<file path="src/rtl/itlm_pkg.sv">
package itlm_pkg;

	localparam int LANES = 16;
	localparam int LANE_W = $clog2(LANES);
	localparam int COUNT_W = LANE_W + 1;
	localparam int TILE_W = 24;
	localparam int DIM_W = 13;
	localparam int RPT_W = 5;
	localparam int COORD_W = 12;
	localparam int ERR_W = 2;
	localparam int CFG_IDX_W = 3;

	// quotient bits retired per divider cycle is two
	localparam int DIV_STEPS = TILE_W / 2;
	localparam int DIV_CNT_W = $clog2(DIV_STEPS);

	localparam logic [CFG_IDX_W-1:0] REG_IMAGE_WIDTH   = 3'd0;
	localparam logic [CFG_IDX_W-1:0] REG_OUTPUT_HEIGHT = 3'd1;
	localparam logic [CFG_IDX_W-1:0] REG_OUTPUT_WIDTH  = 3'd2;
	localparam logic [CFG_IDX_W-1:0] REG_ROWS_PER_TILE = 3'd3;
	localparam logic [CFG_IDX_W-1:0] REG_ROW_GROUPS    = 3'd4;
	localparam logic [CFG_IDX_W-1:0] REG_COLUMN_GROUPS = 3'd5;
	localparam logic [CFG_IDX_W-1:0] REG_TILE_COUNT    = 3'd6;

	localparam logic [ERR_W-1:0] ERR_OK    = 2'd0;
	localparam logic [ERR_W-1:0] ERR_RANGE = 2'd1;
	localparam logic [ERR_W-1:0] ERR_MASK  = 2'd2;

	typedef enum logic [1:0] {
		DIV_IDLE,
		DIV_RUN,
		DIV_DONE
	} div_state_t;

	// tile coordinates handed to the lane emitter
	typedef struct packed {
		logic [COORD_W-1:0] batch;
		logic [DIM_W-1:0]   hgrp;
		logic [DIM_W-1:0]   wgrp;
		logic               oor;
	} tile_t;

	// settings the lane emitter needs, a zero image width already forced to one
	typedef struct packed {
		logic [DIM_W-1:0] image_width;
		logic [DIM_W-1:0] output_height;
		logic [DIM_W-1:0] output_width;
		logic [RPT_W-1:0] rows_per_tile;
	} emit_cfg_t;

endpackage

</file>
<file path="src/rtl/itlm_div.sv">
module itlm_div (
	input  logic                              clk,
	input  logic                              arst_n,
	input  logic                              in_valid,
	output logic                              in_ready,
	input  logic [itlm_pkg::TILE_W-1:0]       dividend,
	input  logic [itlm_pkg::DIM_W-1:0]        divisor,
	output logic                              out_valid,
	input  logic                              out_take,
	output logic [itlm_pkg::TILE_W-1:0]       quotient,
	output logic [itlm_pkg::DIM_W-1:0]        remainder
);

	itlm_pkg::div_state_t state_q, state_nxt;
	logic [itlm_pkg::DIV_CNT_W-1:0] cnt_q;
	logic [itlm_pkg::TILE_W-1:0]    num_q;
	logic [itlm_pkg::DIM_W-1:0]     rem_q;
	logic [itlm_pkg::DIM_W-1:0]     den_q;
	logic [itlm_pkg::DIM_W:0]       r0, r1;
	logic [itlm_pkg::DIM_W-1:0]     r0_red, r1_red;
	logic                           q0, q1;

	// two restoring steps per cycle
	always_comb begin
		r0 = {rem_q, num_q[itlm_pkg::TILE_W-1]};
		q0 = (r0 >= {1'b0, den_q});
		r0_red = q0 ? itlm_pkg::DIM_W'(r0 - {1'b0, den_q}) : r0[itlm_pkg::DIM_W-1:0];
		r1 = {r0_red, num_q[itlm_pkg::TILE_W-2]};
		q1 = (r1 >= {1'b0, den_q});
		r1_red = q1 ? itlm_pkg::DIM_W'(r1 - {1'b0, den_q}) : r1[itlm_pkg::DIM_W-1:0];
	end

	always_ff @(posedge clk or negedge arst_n) begin
		if (!arst_n) begin
			state_q <= itlm_pkg::DIV_IDLE;
		end else begin
			state_q <= state_nxt;
		end
	end

	always_comb begin
		state_nxt = state_q;
		in_ready = 1'b0;
		out_valid = 1'b0;
		case (state_q)
			itlm_pkg::DIV_IDLE: begin
				in_ready = 1'b1;
				if (in_valid) begin
					state_nxt = itlm_pkg::DIV_RUN;
				end
			end
			itlm_pkg::DIV_RUN: begin
				if (cnt_q == itlm_pkg::DIV_CNT_W'(itlm_pkg::DIV_STEPS - 1)) begin
					state_nxt = itlm_pkg::DIV_DONE;
				end
			end
			itlm_pkg::DIV_DONE: begin
				out_valid = 1'b1;
				if (out_take) begin
					state_nxt = itlm_pkg::DIV_IDLE;
				end
			end
			default: state_nxt = itlm_pkg::DIV_IDLE;
		endcase
	end

	always_ff @(posedge clk or negedge arst_n) begin
		if (!arst_n) begin
			cnt_q <= '0;
		end else if (state_q == itlm_pkg::DIV_IDLE) begin
			cnt_q <= '0;
		end else if (state_q == itlm_pkg::DIV_RUN) begin
			cnt_q <= cnt_q + 1'b1;
		end
	end

	always_ff @(posedge clk) begin
		if (state_q == itlm_pkg::DIV_IDLE && in_valid) begin
			num_q <= dividend;
			den_q <= divisor;
			rem_q <= '0;
		end else if (state_q == itlm_pkg::DIV_RUN) begin
			num_q <= {num_q[itlm_pkg::TILE_W-3:0], q0, q1};
			rem_q <= r1_red;
		end
	end

	assign quotient = num_q;
	assign remainder = rem_q;

endmodule

</file>
<file path="src/rtl/itlm_emit.sv">
module itlm_emit (
	input  logic                               clk,
	input  logic                               arst_n,
	input  logic                               in_valid,
	output logic                               in_ready,
	input  itlm_pkg::tile_t                    tile,
	input  itlm_pkg::emit_cfg_t                cfg,
	output logic                               result_valid,
	output logic [itlm_pkg::LANE_W-1:0]        lane,
	output logic                               lane_valid,
	output logic [itlm_pkg::COORD_W-1:0]       batch_index,
	output logic [itlm_pkg::COORD_W-1:0]       out_row,
	output logic [itlm_pkg::COORD_W-1:0]       out_col,
	output logic                               last,
	output logic [itlm_pkg::LANES-1:0]         lane_mask,
	output logic [itlm_pkg::COUNT_W-1:0]       valid_count,
	output logic [itlm_pkg::ERR_W-1:0]         error
);

	localparam int BASE_W = itlm_pkg::DIM_W + itlm_pkg::RPT_W;
	localparam int WCOL_W = itlm_pkg::DIM_W + itlm_pkg::LANE_W;

	logic                                active_q;
	logic [itlm_pkg::LANE_W-1:0]         lane_q;
	logic                                oor_q;
	logic [itlm_pkg::COORD_W-1:0]        batch_q;
	logic [itlm_pkg::DIM_W-1:0]          hgrp_q;
	logic [itlm_pkg::DIM_W-1:0]          wgrp_q;
	logic [BASE_W-1:0]                   base_q;
	logic [itlm_pkg::LANE_W-1:0]         lh_q;
	logic [itlm_pkg::LANE_W-1:0]         ow_q;
	logic [itlm_pkg::LANES-1:0]          mask_q;
	logic [itlm_pkg::COUNT_W-1:0]        count_q;

	logic                                load;
	logic                                lane_end;
	logic                                narrow;
	logic [itlm_pkg::DIM_W-1:0]          wm1;
	logic [BASE_W:0]                     oh_n;
	logic [WCOL_W-1:0]                   ow_w;
	logic                                valid;
	logic [itlm_pkg::COORD_W-1:0]        row_c, col_c;
	logic [itlm_pkg::LANES-1:0]          mask_nxt;
	logic [itlm_pkg::COUNT_W-1:0]        count_nxt;
	logic [itlm_pkg::LANES:0]            mask_inc;
	logic                                mask_bad;

	assign lane_end = oor_q || (lane_q == itlm_pkg::LANE_W'(itlm_pkg::LANES - 1));
	assign in_ready = !active_q || lane_end;
	assign load = in_valid && in_ready;

	assign narrow = (cfg.image_width <= itlm_pkg::DIM_W'(itlm_pkg::LANES));
	assign wm1 = cfg.image_width - 1'b1;

	always_comb begin
		oh_n = {1'b0, base_q} + (BASE_W+1)'(lh_q);
		ow_w = {wgrp_q, lane_q};
		if (narrow) begin
			valid = ({1'b0, lh_q} < cfg.rows_per_tile)
				&& (oh_n < (BASE_W+1)'(cfg.output_height))
				&& (itlm_pkg::DIM_W'(ow_q) < cfg.output_width);
			row_c = oh_n[itlm_pkg::COORD_W-1:0];
			col_c = itlm_pkg::COORD_W'(ow_q);
		end else begin
			valid = (hgrp_q < cfg.output_height) && (ow_w < WCOL_W'(cfg.output_width));
			row_c = hgrp_q[itlm_pkg::COORD_W-1:0];
			col_c = ow_w[itlm_pkg::COORD_W-1:0];
		end
		mask_nxt = mask_q | (itlm_pkg::LANES'(valid) << lane_q);
		count_nxt = count_q + itlm_pkg::COUNT_W'(valid);
		mask_inc = {1'b0, mask_nxt} + 1'b1;
		mask_bad = (mask_nxt == '0) || ((mask_nxt & mask_inc[itlm_pkg::LANES-1:0]) != '0);
	end

	always_ff @(posedge clk or negedge arst_n) begin
		if (!arst_n) begin
			active_q <= 1'b0;
		end else if (load) begin
			active_q <= 1'b1;
		end else if (active_q && lane_end) begin
			active_q <= 1'b0;
		end
	end

	always_ff @(posedge clk) begin
		if (load) begin
			lane_q <= '0;
			lh_q <= '0;
			ow_q <= '0;
			mask_q <= '0;
			count_q <= '0;
			oor_q <= tile.oor;
			batch_q <= tile.batch;
			hgrp_q <= tile.hgrp;
			wgrp_q <= tile.wgrp;
			base_q <= BASE_W'(tile.hgrp) * BASE_W'(cfg.rows_per_tile);
		end else if (active_q) begin
			lane_q <= lane_q + 1'b1;
			mask_q <= mask_nxt;
			count_q <= count_nxt;
			if (ow_q == wm1[itlm_pkg::LANE_W-1:0]) begin
				ow_q <= '0;
				lh_q <= lh_q + 1'b1;
			end else begin
				ow_q <= ow_q + 1'b1;
			end
		end
	end

	always_ff @(posedge clk or negedge arst_n) begin
		if (!arst_n) begin
			result_valid <= 1'b0;
		end else begin
			result_valid <= active_q;
		end
	end

	always_ff @(posedge clk) begin
		if (oor_q) begin
			lane <= '0;
			lane_valid <= 1'b0;
			batch_index <= '0;
			out_row <= '0;
			out_col <= '0;
			last <= 1'b1;
			lane_mask <= '0;
			valid_count <= '0;
			error <= itlm_pkg::ERR_RANGE;
		end else begin
			lane <= lane_q;
			lane_valid <= valid;
			batch_index <= valid ? batch_q : '0;
			out_row <= valid ? row_c : '0;
			out_col <= valid ? col_c : '0;
			last <= lane_end;
			lane_mask <= lane_end ? mask_nxt : '0;
			valid_count <= lane_end ? count_nxt : '0;
			error <= (lane_end && mask_bad) ? itlm_pkg::ERR_MASK : itlm_pkg::ERR_OK;
		end
	end

endmodule

</file>
<file path="src/rtl/im2col_tile_lane_mapper.sv">
// im2col tile lane mapper: turns a tile index into per-lane output positions
// for a 16-lane systolic array
// input: tile_number is taken at a clock edge with start high and busy low
// config: cfg_valid/cfg_ready write channel, cfg_index picks the register,
//   cfg_data holds the value; cfg_ready is always high, write only when idle
// output: one word per cycle with result_valid high; sixteen words per tile,
//   lanes 0 to 15, the last one carrying lane_mask, valid_count and error;
//   an out-of-range tile gives a single word with error set
// dividers: each quotient/remainder step holds a radix-4 divider through
//   load, 12 two-bit steps and hand-off
// throughput: the tile rate is set by the lane emitter sending one word per
//   cycle while it holds a tile; the dividers run ahead on the following
//   tiles; runs of out-of-range tiles go at the divider pace, as a divider
//   takes a new tile only after it has handed off the last one
// busy: high while the first divider holds a tile
// reset: all pipeline stages empty, configuration registers back to their defaults
// the receiver cannot stall: every word is shown for exactly one cycle
module im2col_tile_lane_mapper (
	input  logic                               clk,
	input  logic                               arst_n,
	input  logic                               start,
	output logic                               busy,
	input  logic [itlm_pkg::TILE_W-1:0]        tile_number,
	input  logic                               cfg_valid,
	output logic                               cfg_ready,
	input  logic [itlm_pkg::CFG_IDX_W-1:0]     cfg_index,
	input  logic [itlm_pkg::TILE_W-1:0]        cfg_data,
	output logic                               result_valid,
	output logic [itlm_pkg::LANE_W-1:0]        lane,
	output logic                               lane_valid,
	output logic [itlm_pkg::COORD_W-1:0]       batch_index,
	output logic [itlm_pkg::COORD_W-1:0]       out_row,
	output logic [itlm_pkg::COORD_W-1:0]       out_col,
	output logic                               last,
	output logic [itlm_pkg::LANES-1:0]         lane_mask,
	output logic [itlm_pkg::COUNT_W-1:0]       valid_count,
	output logic [itlm_pkg::ERR_W-1:0]         error
);

	// configuration registers
	logic [itlm_pkg::DIM_W-1:0]  image_width_q;
	logic [itlm_pkg::DIM_W-1:0]  output_height_q;
	logic [itlm_pkg::DIM_W-1:0]  output_width_q;
	logic [itlm_pkg::RPT_W-1:0]  rows_per_tile_q;
	logic [itlm_pkg::DIM_W-1:0]  row_groups_q;
	logic [itlm_pkg::DIM_W-1:0]  column_groups_q;
	logic [itlm_pkg::TILE_W-1:0] tile_count_q;

	// zero group counts and a zero image width behave as one
	logic [itlm_pkg::DIM_W-1:0] rg1, cg1, w1;

	logic                          a_ready, a_out_valid, a_take;
	logic [itlm_pkg::TILE_W-1:0]   a_quot;
	logic [itlm_pkg::DIM_W-1:0]    a_rem;
	logic                          b_ready, b_out_valid, b_take;
	logic [itlm_pkg::TILE_W-1:0]   b_quot;
	logic [itlm_pkg::DIM_W-1:0]    b_rem;
	logic                          accept;
	logic                          a_to_b;

	// sideband that rides along with each divider
	logic                          oor_s1;
	logic                          oor_s2;
	logic [itlm_pkg::DIM_W-1:0]    wgrp_s2;

	itlm_pkg::tile_t     tile;
	itlm_pkg::emit_cfg_t ecfg;

	assign cfg_ready = 1'b1;

	always_ff @(posedge clk or negedge arst_n) begin
		if (!arst_n) begin
			image_width_q <= itlm_pkg::DIM_W'(1);
			output_height_q <= itlm_pkg::DIM_W'(1);
			output_width_q <= itlm_pkg::DIM_W'(1);
			rows_per_tile_q <= itlm_pkg::RPT_W'(1);
			row_groups_q <= itlm_pkg::DIM_W'(1);
			column_groups_q <= itlm_pkg::DIM_W'(1);
			tile_count_q <= '0;
		end else if (cfg_valid && cfg_ready) begin
			case (cfg_index)
				itlm_pkg::REG_IMAGE_WIDTH:   image_width_q <= cfg_data[itlm_pkg::DIM_W-1:0];
				itlm_pkg::REG_OUTPUT_HEIGHT: output_height_q <= cfg_data[itlm_pkg::DIM_W-1:0];
				itlm_pkg::REG_OUTPUT_WIDTH:  output_width_q <= cfg_data[itlm_pkg::DIM_W-1:0];
				itlm_pkg::REG_ROWS_PER_TILE: rows_per_tile_q <= cfg_data[itlm_pkg::RPT_W-1:0];
				itlm_pkg::REG_ROW_GROUPS:    row_groups_q <= cfg_data[itlm_pkg::DIM_W-1:0];
				itlm_pkg::REG_COLUMN_GROUPS: column_groups_q <= cfg_data[itlm_pkg::DIM_W-1:0];
				itlm_pkg::REG_TILE_COUNT:    tile_count_q <= cfg_data;
				default: ;
			endcase
		end
	end

	assign rg1 = (row_groups_q == '0) ? itlm_pkg::DIM_W'(1) : row_groups_q;
	assign cg1 = (column_groups_q == '0) ? itlm_pkg::DIM_W'(1) : column_groups_q;
	assign w1 = (image_width_q == '0) ? itlm_pkg::DIM_W'(1) : image_width_q;

	assign busy = !a_ready;
	assign accept = start && a_ready;

	// first divide: tile / column_groups gives column group and a partial index
	itlm_div u_div_col (
		.clk       (clk),
		.arst_n    (arst_n),
		.in_valid  (start),
		.in_ready  (a_ready),
		.dividend  (tile_number),
		.divisor   (cg1),
		.out_valid (a_out_valid),
		.out_take  (a_take),
		.quotient  (a_quot),
		.remainder (a_rem)
	);

	always_ff @(posedge clk) begin
		if (accept) begin
			oor_s1 <= (tile_number >= tile_count_q);
		end
	end

	assign a_take = b_ready;
	assign a_to_b = a_out_valid && b_ready;

	// second divide: that index / row_groups gives batch and row group
	itlm_div u_div_row (
		.clk       (clk),
		.arst_n    (arst_n),
		.in_valid  (a_out_valid),
		.in_ready  (b_ready),
		.dividend  (a_quot),
		.divisor   (rg1),
		.out_valid (b_out_valid),
		.out_take  (b_take),
		.quotient  (b_quot),
		.remainder (b_rem)
	);

	always_ff @(posedge clk) begin
		if (a_to_b) begin
			oor_s2 <= oor_s1;
			wgrp_s2 <= a_rem;
		end
	end

	assign tile.batch = b_quot[itlm_pkg::COORD_W-1:0];
	assign tile.hgrp = b_rem;
	assign tile.wgrp = wgrp_s2;
	assign tile.oor = oor_s2;

	assign ecfg.image_width = w1;
	assign ecfg.output_height = output_height_q;
	assign ecfg.output_width = output_width_q;
	assign ecfg.rows_per_tile = rows_per_tile_q;

	// lane emitter: one word per lane, final word gets mask, count and error
	itlm_emit u_emit (
		.clk          (clk),
		.arst_n       (arst_n),
		.in_valid     (b_out_valid),
		.in_ready     (b_take),
		.tile         (tile),
		.cfg          (ecfg),
		.result_valid (result_valid),
		.lane         (lane),
		.lane_valid   (lane_valid),
		.batch_index  (batch_index),
		.out_row      (out_row),
		.out_col      (out_col),
		.last         (last),
		.lane_mask    (lane_mask),
		.valid_count  (valid_count),
		.error        (error)
	);

endmodule
</file>
<file path="config.mk">
export PLATFORM = sky130hd
export DESIGN_NAME = im2col_tile_lane_mapper
export DESIGN_NICKNAME = d
export VERILOG_FILES = /design/src/rtl/itlm_pkg.sv /design/src/rtl/itlm_div.sv /design/src/rtl/itlm_emit.sv /design/src/rtl/im2col_tile_lane_mapper.sv
export SDC_FILE = /design/constraint.sdc
export NUM_CORES = 1
export LEC_CHECK = 0
export BUFFER_PORTS_ARGS = -buffer_cell sky130_fd_sc_hd__buf_2
export CORE_UTILIZATION = 30
export CTS_BUF_LIST = sky130_fd_sc_hd__clkbuf_16
export CTS_CLUSTER_DIAMETER = 50
export DETAILED_ROUTE_END_ITERATION = 16
export HOLD_SLACK_MARGIN = 0.05
export SLEW_MARGIN = 20
export SYNTH_ARGS = -nofsm -noshare
export SYNTH_HDL_FRONTEND = slang
export SYNTH_SLANG_ARGS = --single-unit
export TNS_END_PERCENT = 10
</file>
<file path="constraint.sdc">
create_clock -name clk -period 11.4 [get_ports clk]
set_input_delay 0.57 -clock clk [delete_from_list [all_inputs] [get_ports clk]]
set_output_delay 0.57 -clock clk [all_outputs]
set_load 0.05 [all_outputs]
</file>
==> results of run 1 <==
## routing by layer
| layer | vias to the layer above | GRT usage | share of wire |
|---|---|---|---|
| met5 | - | 0 | 0.0013 |
| met4 | 10 | 0.05604 | 0.034 |
| met3 | 103 | 0.02749 | 0.062 |
| met2 | 394 | 0.2265 | 0.44 |
| met1 | 6759 | 0.1965 | 0.46 |
| li1 | 6724 | - | - |
## power by group through the flow
stage | registers [mW] | logic, mW | clock network (mW)
4_1_cts | 1.90 | 2.02 | 1.36
6_report | 1.90 | 2.02 | 1.32
2_1_floorplan | 1.84 | 1.58 | 0
5_1_grt | 1.93 | 2.27 | 1.41
3_3_place_gp | 1.92 | 1.96 | 0
3_5_place_dp | 1.93 | 2.00 | 0
## worst reg2reg max path, stage by stage (launching register included)
cell and delay, ps:
edfxtp_1 370, inv_1 90, ha_1 170, inv_1 60, fa_1 410, a21o_1 180, a21oi_1 280, nor2_1 100
o31a_1 260, o21ai_0 250, a21oi_1 140, o21ai_0 180, nand2_1 370, mux2_2 450, fa_1 440, nor2b_1 120
o21ai_0 90, a21boi_0 250, o21ai_0 140, a21boi_0 280, o21a_1 190, o2111a_1 210, nor3_1 60, o21ai_1 840
buf_4 330, mux2i_1 220, o21ai_0 90
## cells in the mapped netlist (all sizes together) (6+ instances only)
cell type	count
nand2	117
a21o	25
o21bai	7
o21ai	91
a22o	8
a211oi	6
nand4	22
mux2i	38
nand2b	24
a21boi	6
xnor2	42
ha	157
dfxtp	124
clkbuf	68
o211ai	9
a21oi	61
nor2b	30
or3	6
nand3	33
xor2	31
dfstp	6
fa	38
mux2	129
or2	6
inv	147
dfrtp	102
and3	7
and2	63
o31a	7
nor4	14
nor3	50
nand4b	6
a31oi	19
edfxtp	146
o21a	9
nor2	136
## stage by stage
stage	setup WS, ps	cell area, sq um
floorplan	6136	20080
global placement	4902	21630
detailed placement	4725	21630
CTS	4711	23010
global route	4191	23010
finish	4685	23020
## sequential cells by signal (all words and copies together) (netlist names), 16 cells and up
name / count
u_div_row.quotient: 24
u_emit.lane_mask: 16
tile_count_q: 24
u_emit.base_q: 18
u_emit.mask_q: 16
u_div_col.quotient: 24
## area by class of cell
class                           count  area [sq um]
Multi-Input combinational cell   1251          9711
Antenna cell                        2         5.005
Sequential cell                   378          9577
Inverter                          147         551.8
Tap cell                          864          1081
Timing Repair Buffer              135         715.7
Fill cell                        6533         42960
Clock inverter                     35         200.2
Clock buffer                       47          1176
## logic make-up after synthesis
family          count (synthesis)  synth area share
other cells                     1         0.0001867
mux                           167           0.09127
compound gates                290           0.09333
buf+inv                       220           0.04174
xor+xnor                       73           0.03184
fa+ha+maj                     195            0.1357
simple gates                  525            0.1291
flops                         378            0.4769
## how the worst max path moves through the flow
stage,from,endpoint,slack (ps),cells after the start
final,u_div_row.quotient[23],u_div_row.remainder[7],4690,26
after floorplan,u_div_col.quotient[23],u_div_col.remainder[12],6140,26
after global routing,u_div_row.quotient[23],u_div_row.remainder[9],4190,26
after global placement,u_div_row.quotient[23],u_div_row.remainder[6],4900,26
after CTS,u_div_row.quotient[23],u_div_row.remainder[11],4710,26
after detailed placement,u_div_row.quotient[23],u_div_row.remainder[11],4720,26
==> flow_metrics.tcl, run 1 <==
set metrics [dict create \
    clk_pin_slew_ps 60 \
    layout_common_cells "157 x ha_1, 156 x inv_1, 146 x edfxtp_1, 135 x nor2_1, 129 x mux2_2" \
    pwr-share-clk 0.252 \
    ys_warn_count 0 \
    finalCriticalPeriod_ps 6715 \
    drt_pre_antenna_iters 12 \
    grt_pass1_vias 13960 \
    fin_cells 2859 \
    wl_per_cell_microns 16.99 \
    r2r_slack_ps 4690 \
    slew_headroom 0.2720 \
    drcViolationCount 22 \
    power.net_switching_mw 1.881 \
    antenna_found_initial 8 \
    vdd_drop_max_mv 0.1140 \
    io_pins 123 \
    violations "DRC" \
    final_common_cell "ha_1" \
    powerDensity_nw_per_um2 227.5 \
    syn_nets 2099 \
    min_path_type "in -> reg" \
    critical_path_class "reg -> reg" \
    drt-total-wl_mm 48.59 \
    ant_nets 0 \
    endpoint_kind "flip-flop" \
    start_kind "flip-flop" \
    portBuffers 121 \
    clockRootBuffer "clkbuf_16" \
    synth_area_sq_um 20080 \
    setup_viol 0 \
    p_leak_nw 9.905 \
    min_period_over_period 0.5890 \
    worstPathRequired_ps 11830 \
    grt_usage 0.1447 \
    final_core_util 0.3488 \
    grt_pass1_wl_mm 77.00 \
    r2r-start "u_div_row.quotient[23]" \
    grt_overflow 0 \
    hold_viol 0 \
    cts_tree "done" \
    ctsHtreeMaxLevel 2 \
    grt_max_degree 64 \
    rr_endpoint "u_div_row.remainder[7]" \
    fin_nets 2207 \
    critical_path.most_common_cell "o21ai_0" \
    drt_iter0_drc 966 \
    worstPathMaxFanout 13 \
    seq_power_share 0.363 \
    area_delta_synth_final_pct 14.61 \
    intPower_mw 3.355 \
    fin_hold_ws_ps 237.0 \
    status "complete, but fails checks" \
    row_count 94 \
    critPathTopFamily "compound AO/OA/AOI/OAI gates" \
    hold_path_depth 2 \
    swShare 0.3592 \
    synthDistinctLibCells 70 \
    die_x_microns 260.7 \
    post_cts_buffers 0 \
    avgSynthCellArea_sq_um 10.86 \
    synth_top_area_share 0.2183 \
    gp_congestion 0.8511 \
    synthCells 1849 \
    synth_ff_type "edfxtp_1" \
    fmax_mhz 148.9 \
    holdPathEnd "tile_count_q[13]" \
    async_flop_share 0.2857 \
    slowest_stage "o21ai_1" \
    die_area_sq_um 67980 \
    slew_violations 0 \
    start_util 0.3044 \
    cts_resized 0 \
    synth_top_area_cell "edfxtp_1" \
    grt_setup_unrepaired "no" \
    dp.cells 2774 \
    seq_area_frac_synth 0.4769 \
    avgViaCountPerCell 4.893 \
    ys_top_cells_by_area "edfxtp_1 22%, dfrtp_1 13%, dfxtp_1 12%" \
    via_count 13990 \
    rr_worst_depth 26 \
    numCtsBuffers 44 \
    holdBufCountCts 1 \
    place_hpwl_mm 36.72 \
    clock_latency_ps 580 \
    core_area_sq_um 65980 \
    slowest_delay_ps 840 \
    synth_seq_cells 378 \
    cts_max_path_buffers 3 \
    drive_gt1_frac 0.1776 \
    synth-edff-count 146 \
    comb_power_share 0.385 \
    crit_arrival_ps 7150 \
    finClkSkew_ps 27.09 \
    clock_sinks 378 \
    setup_tns_ps 0 \
    total_power_mw 5.236 \
    tightest_slew_ps 1092 \
    die_h_microns 260.7 \
    crit_buf_inv 3 \
    worstHoldStart "cfg_data[13]" \
    cap_violations 0 \
]
No activity file was read; power rests on OpenSTA's default activity.
==> run 2, diff against run 1 <==
- ABC_AREA: default -> 1
- clock period: 11.4 -> 7 ns (I/O delays scaled with it)
==> run 2 against run 1 <==
Against the previous run:
- critical path type unchanged
- synthesized cell count grew 31%
- largest power group unchanged
- fmax grew 31%
- the flow now finishes without violations
- via count grew 14%
- highest routed layer unchanged
- clock power grew 75%
- utilization is essentially flat
- worst setup slack lost 2800 ps
==> flow_metrics.tcl, run 2 <==
set metrics [dict create \
    critPathTopFamily "compound AO/OA/AOI/OAI gates" \
    hold_viol 0 \
    final_common_cell "nand2_1" \
    synthCells 2424 \
    yosysMostFrequentCell "nand2_1" \
    cts_resized 0 \
    seq_area_frac_synth 0.4629 \
    drive_gt1_frac 0.09980 \
    synth_top_area_cell "edfxtp_1" \
    syn_nets 2674 \
    synth_top_area_share 0.2119 \
    start_util 0.3054 \
    final_core_util 0.3493 \
    status "finished, final reports clean" \
    setup_slack_ps 1859 \
    post-place-ws_ps 1916 \
    io_pins 123 \
    pwr-share-clk 0.208 \
    grt_overflow 0 \
    layout_common_cells "574 x nand2_1, 331 x inv_1, 207 x nor2_1, 188 x o21ai_0, 157 x ha_1" \
    finClkSkew_ps 13.45 \
    synthDistinctLibCells 57 \
    cts_tree "done" \
    drt-total-wl_mm 50.92 \
    die_x_microns 264.6 \
    swShare 0.4251 \
    gp_congestion 0.8551 \
    die_h_microns 264.6 \
    synth_seq_cells 378 \
    powerDensity_nw_per_um2 470.2 \
    setup_viol 0 \
    dp.cells 3339 \
    start_kind "flip-flop" \
    min_path_type "in -> reg" \
    fillCellCount 7046 \
    vdd_drop_max_mv 0.2345 \
    antenna_found_initial 7 \
    avgSynthCellArea_sq_um 8.535 \
    cap_violations 0 \
    ys_top_cells_by_area "edfxtp_1 21%, dfrtp_1 12%, dfxtp_1 12%" \
    slowest_stage "nand3_1" \
    clock_latency_ps 550 \
    crit_arrival_ps 5580 \
    grt_pass1_wl_mm 81.83 \
    async_flop_share 0.2857 \
    setup_tns_ps 0 \
    fmax_mhz 194.5 \
    grt_setup_unrepaired "no" \
    synth_ff_type "edfxtp_1" \
    fin_nets 2771 \
    fin_cells 3430 \
    grt_pass1_vias 15080 \
    critical_path_class "reg -> reg" \
    tightest_slew_ps 906.8 \
    clk_pin_slew_ps 70 \
    holdBufCountCts 9 \
    synth_area_sq_um 20690 \
    wl_per_cell_microns 14.84 \
    power.net_switching_mw 4.731 \
    via_count 15970 \
    area_delta_synth_final_pct 14.40 \
    intPower_mw 6.398 \
    portBuffers 121 \
    worstPathRequired_ps 7440 \
    place_hpwl_mm 37.40 \
    ant_nets 0 \
    synth-edff-count 146 \
    synth_common_cells "574 x nand2_1, 327 x inv_1, 208 x nor2_1" \
    comb_power_share 0.468 \
    clockRootBuffer "clkbuf_16" \
    grt_max_degree 65 \
    slew_violations 0 \
    ctsHtreeMaxLevel 2 \
    drcViolationCount 0 \
    min_period_over_period 0.7344 \
    crit_buf_inv 2 \
    clock_sinks 378 \
    finalCriticalPeriod_ps 5141 \
    numCtsBuffers 44 \
    core_area_sq_um 67750 \
    slew_headroom 0.3940 \
    avgViaCountPerCell 4.655 \
    endpoint_kind "flip-flop" \
    slowest_delay_ps 520 \
    row_count 95 \
    grt_usage 0.1454 \
    die_area_sq_um 70020 \
    seq_power_share 0.324 \
    drt_pre_antenna_iters 5 \
    p_leak_nw 11.26 \
    path_cells "inv_1 -> ha_1 -> inv_1 -> fa_1 -> nand3_1 -> and2_1 -> o21ai_0 -> nand3_1 -> nand3_1 -> o21ai_0 -> ha_1 -> a21oi_1 -> o21ai_0 -> a21oi_1 -> o21a_1 -> o221ai_1 -> a21oi_1 -> nand2_1 -> o21ai_0 -> a21oi_1 -> a31o_2" \
    drt_iter0_drc 1165 \
    cts_max_path_buffers 3 \
    ys_warn_count 0 \
    post_cts_buffers 0 \
    worstPathMaxFanout 27 \
]
[run 2: final cells by class]
class | count | area (sq um) | share of cell area
Sequential cell | 378 | 9577 | 0.4046
Multi-Input combinational cell | 1618 | 9497 | 0.4012
Inverter | 339 | 1274 | 0.05381
Clock buffer | 45 | 1126 | 0.04758
Tap cell | 873 | 1092 | 0.04615
Timing Repair Buffer | 140 | 773.2 | 0.03267
Clock inverter | 35 | 325.3 | 0.01374
Antenna cell | 2 | 5.005 | 0.0002114
[run 2: tightest hold or removal path, stage by stage]
cell	delay, ps
buf_2	80
nor2_1	50
a21oi_1	100
[run 2: per-layer routing]
metal,track usage,share of wire,vias to the layer above
met4,0.03064,0.017,6
li1,-,-,8095
met5,0,0.00086,-
met2,0.2218,0.43,374
met3,0.02480,0.055,74
met1,0.2140,0.50,7419
[run 2: power by group through the flow]
| stage | Combinational (mW) | Sequential (mW) | Clock, mW |
|---|---|---|---|
| 6_report | 5.21 | 3.61 | 2.31 |
| 3_5_place_dp | 5.17 | 3.65 | 0 |
| 3_3_place_gp | 5.14 | 3.64 | 0 |
| 5_1_grt | 5.99 | 3.69 | 2.47 |
| 4_1_cts | 5.21 | 3.61 | 2.37 |
| 2_1_floorplan | 4.13 | 3.49 | 0 |
[run 2: cell families after synthesis]
kind of cell | share of synthesized area
AO/OA/AOI/OAI | 0.1102
XOR/XNOR | 0.02921
adder cells (fa/ha/maj) | 0.1317
buffers and inverters | 0.07850
flip-flops | 0.4629
multiplexers | 0.0009676
other | 0.0001812
AND/OR/NAND/NOR | 0.1863
[run 2: path summary, 6_finish.rpt]
kind | start | endpoint | slack [ps] | cells past startpoint
max | u_div_col.quotient[23] | u_div_col.remainder[9] | 1860 | 21
min | cfg_data[23] | tile_count_q[23] | 80 | 3
max reg2reg | u_div_col.quotient[23] | u_div_col.remainder[9] | 1860 | 21
min reg2reg | wgrp_s2[10] | u_emit.wgrp_q[10] | 410 | 0
max in group asynchronous | arst_n | output_height_q[7] | 5350 | 3
min in group asynchronous | arst_n | column_groups_q[1] | 350 | 2
[run 2: per-stage QoR]
| step | instance area, sq um | hold WS [ps] | power (mW) |
|---|---|---|---|
| after floorplan | 20690 | 54.41 | 7.617 |
| after global placement | 22120 | 400.5 | 8.779 |
| after detailed placement | 22120 | 401.9 | 8.819 |
| after CTS | 23660 | 58.59 | 11.19 |
| after global routing | 23670 | 86.71 | 12.15 |
| final | 23670 | 76.23 | 11.13 |
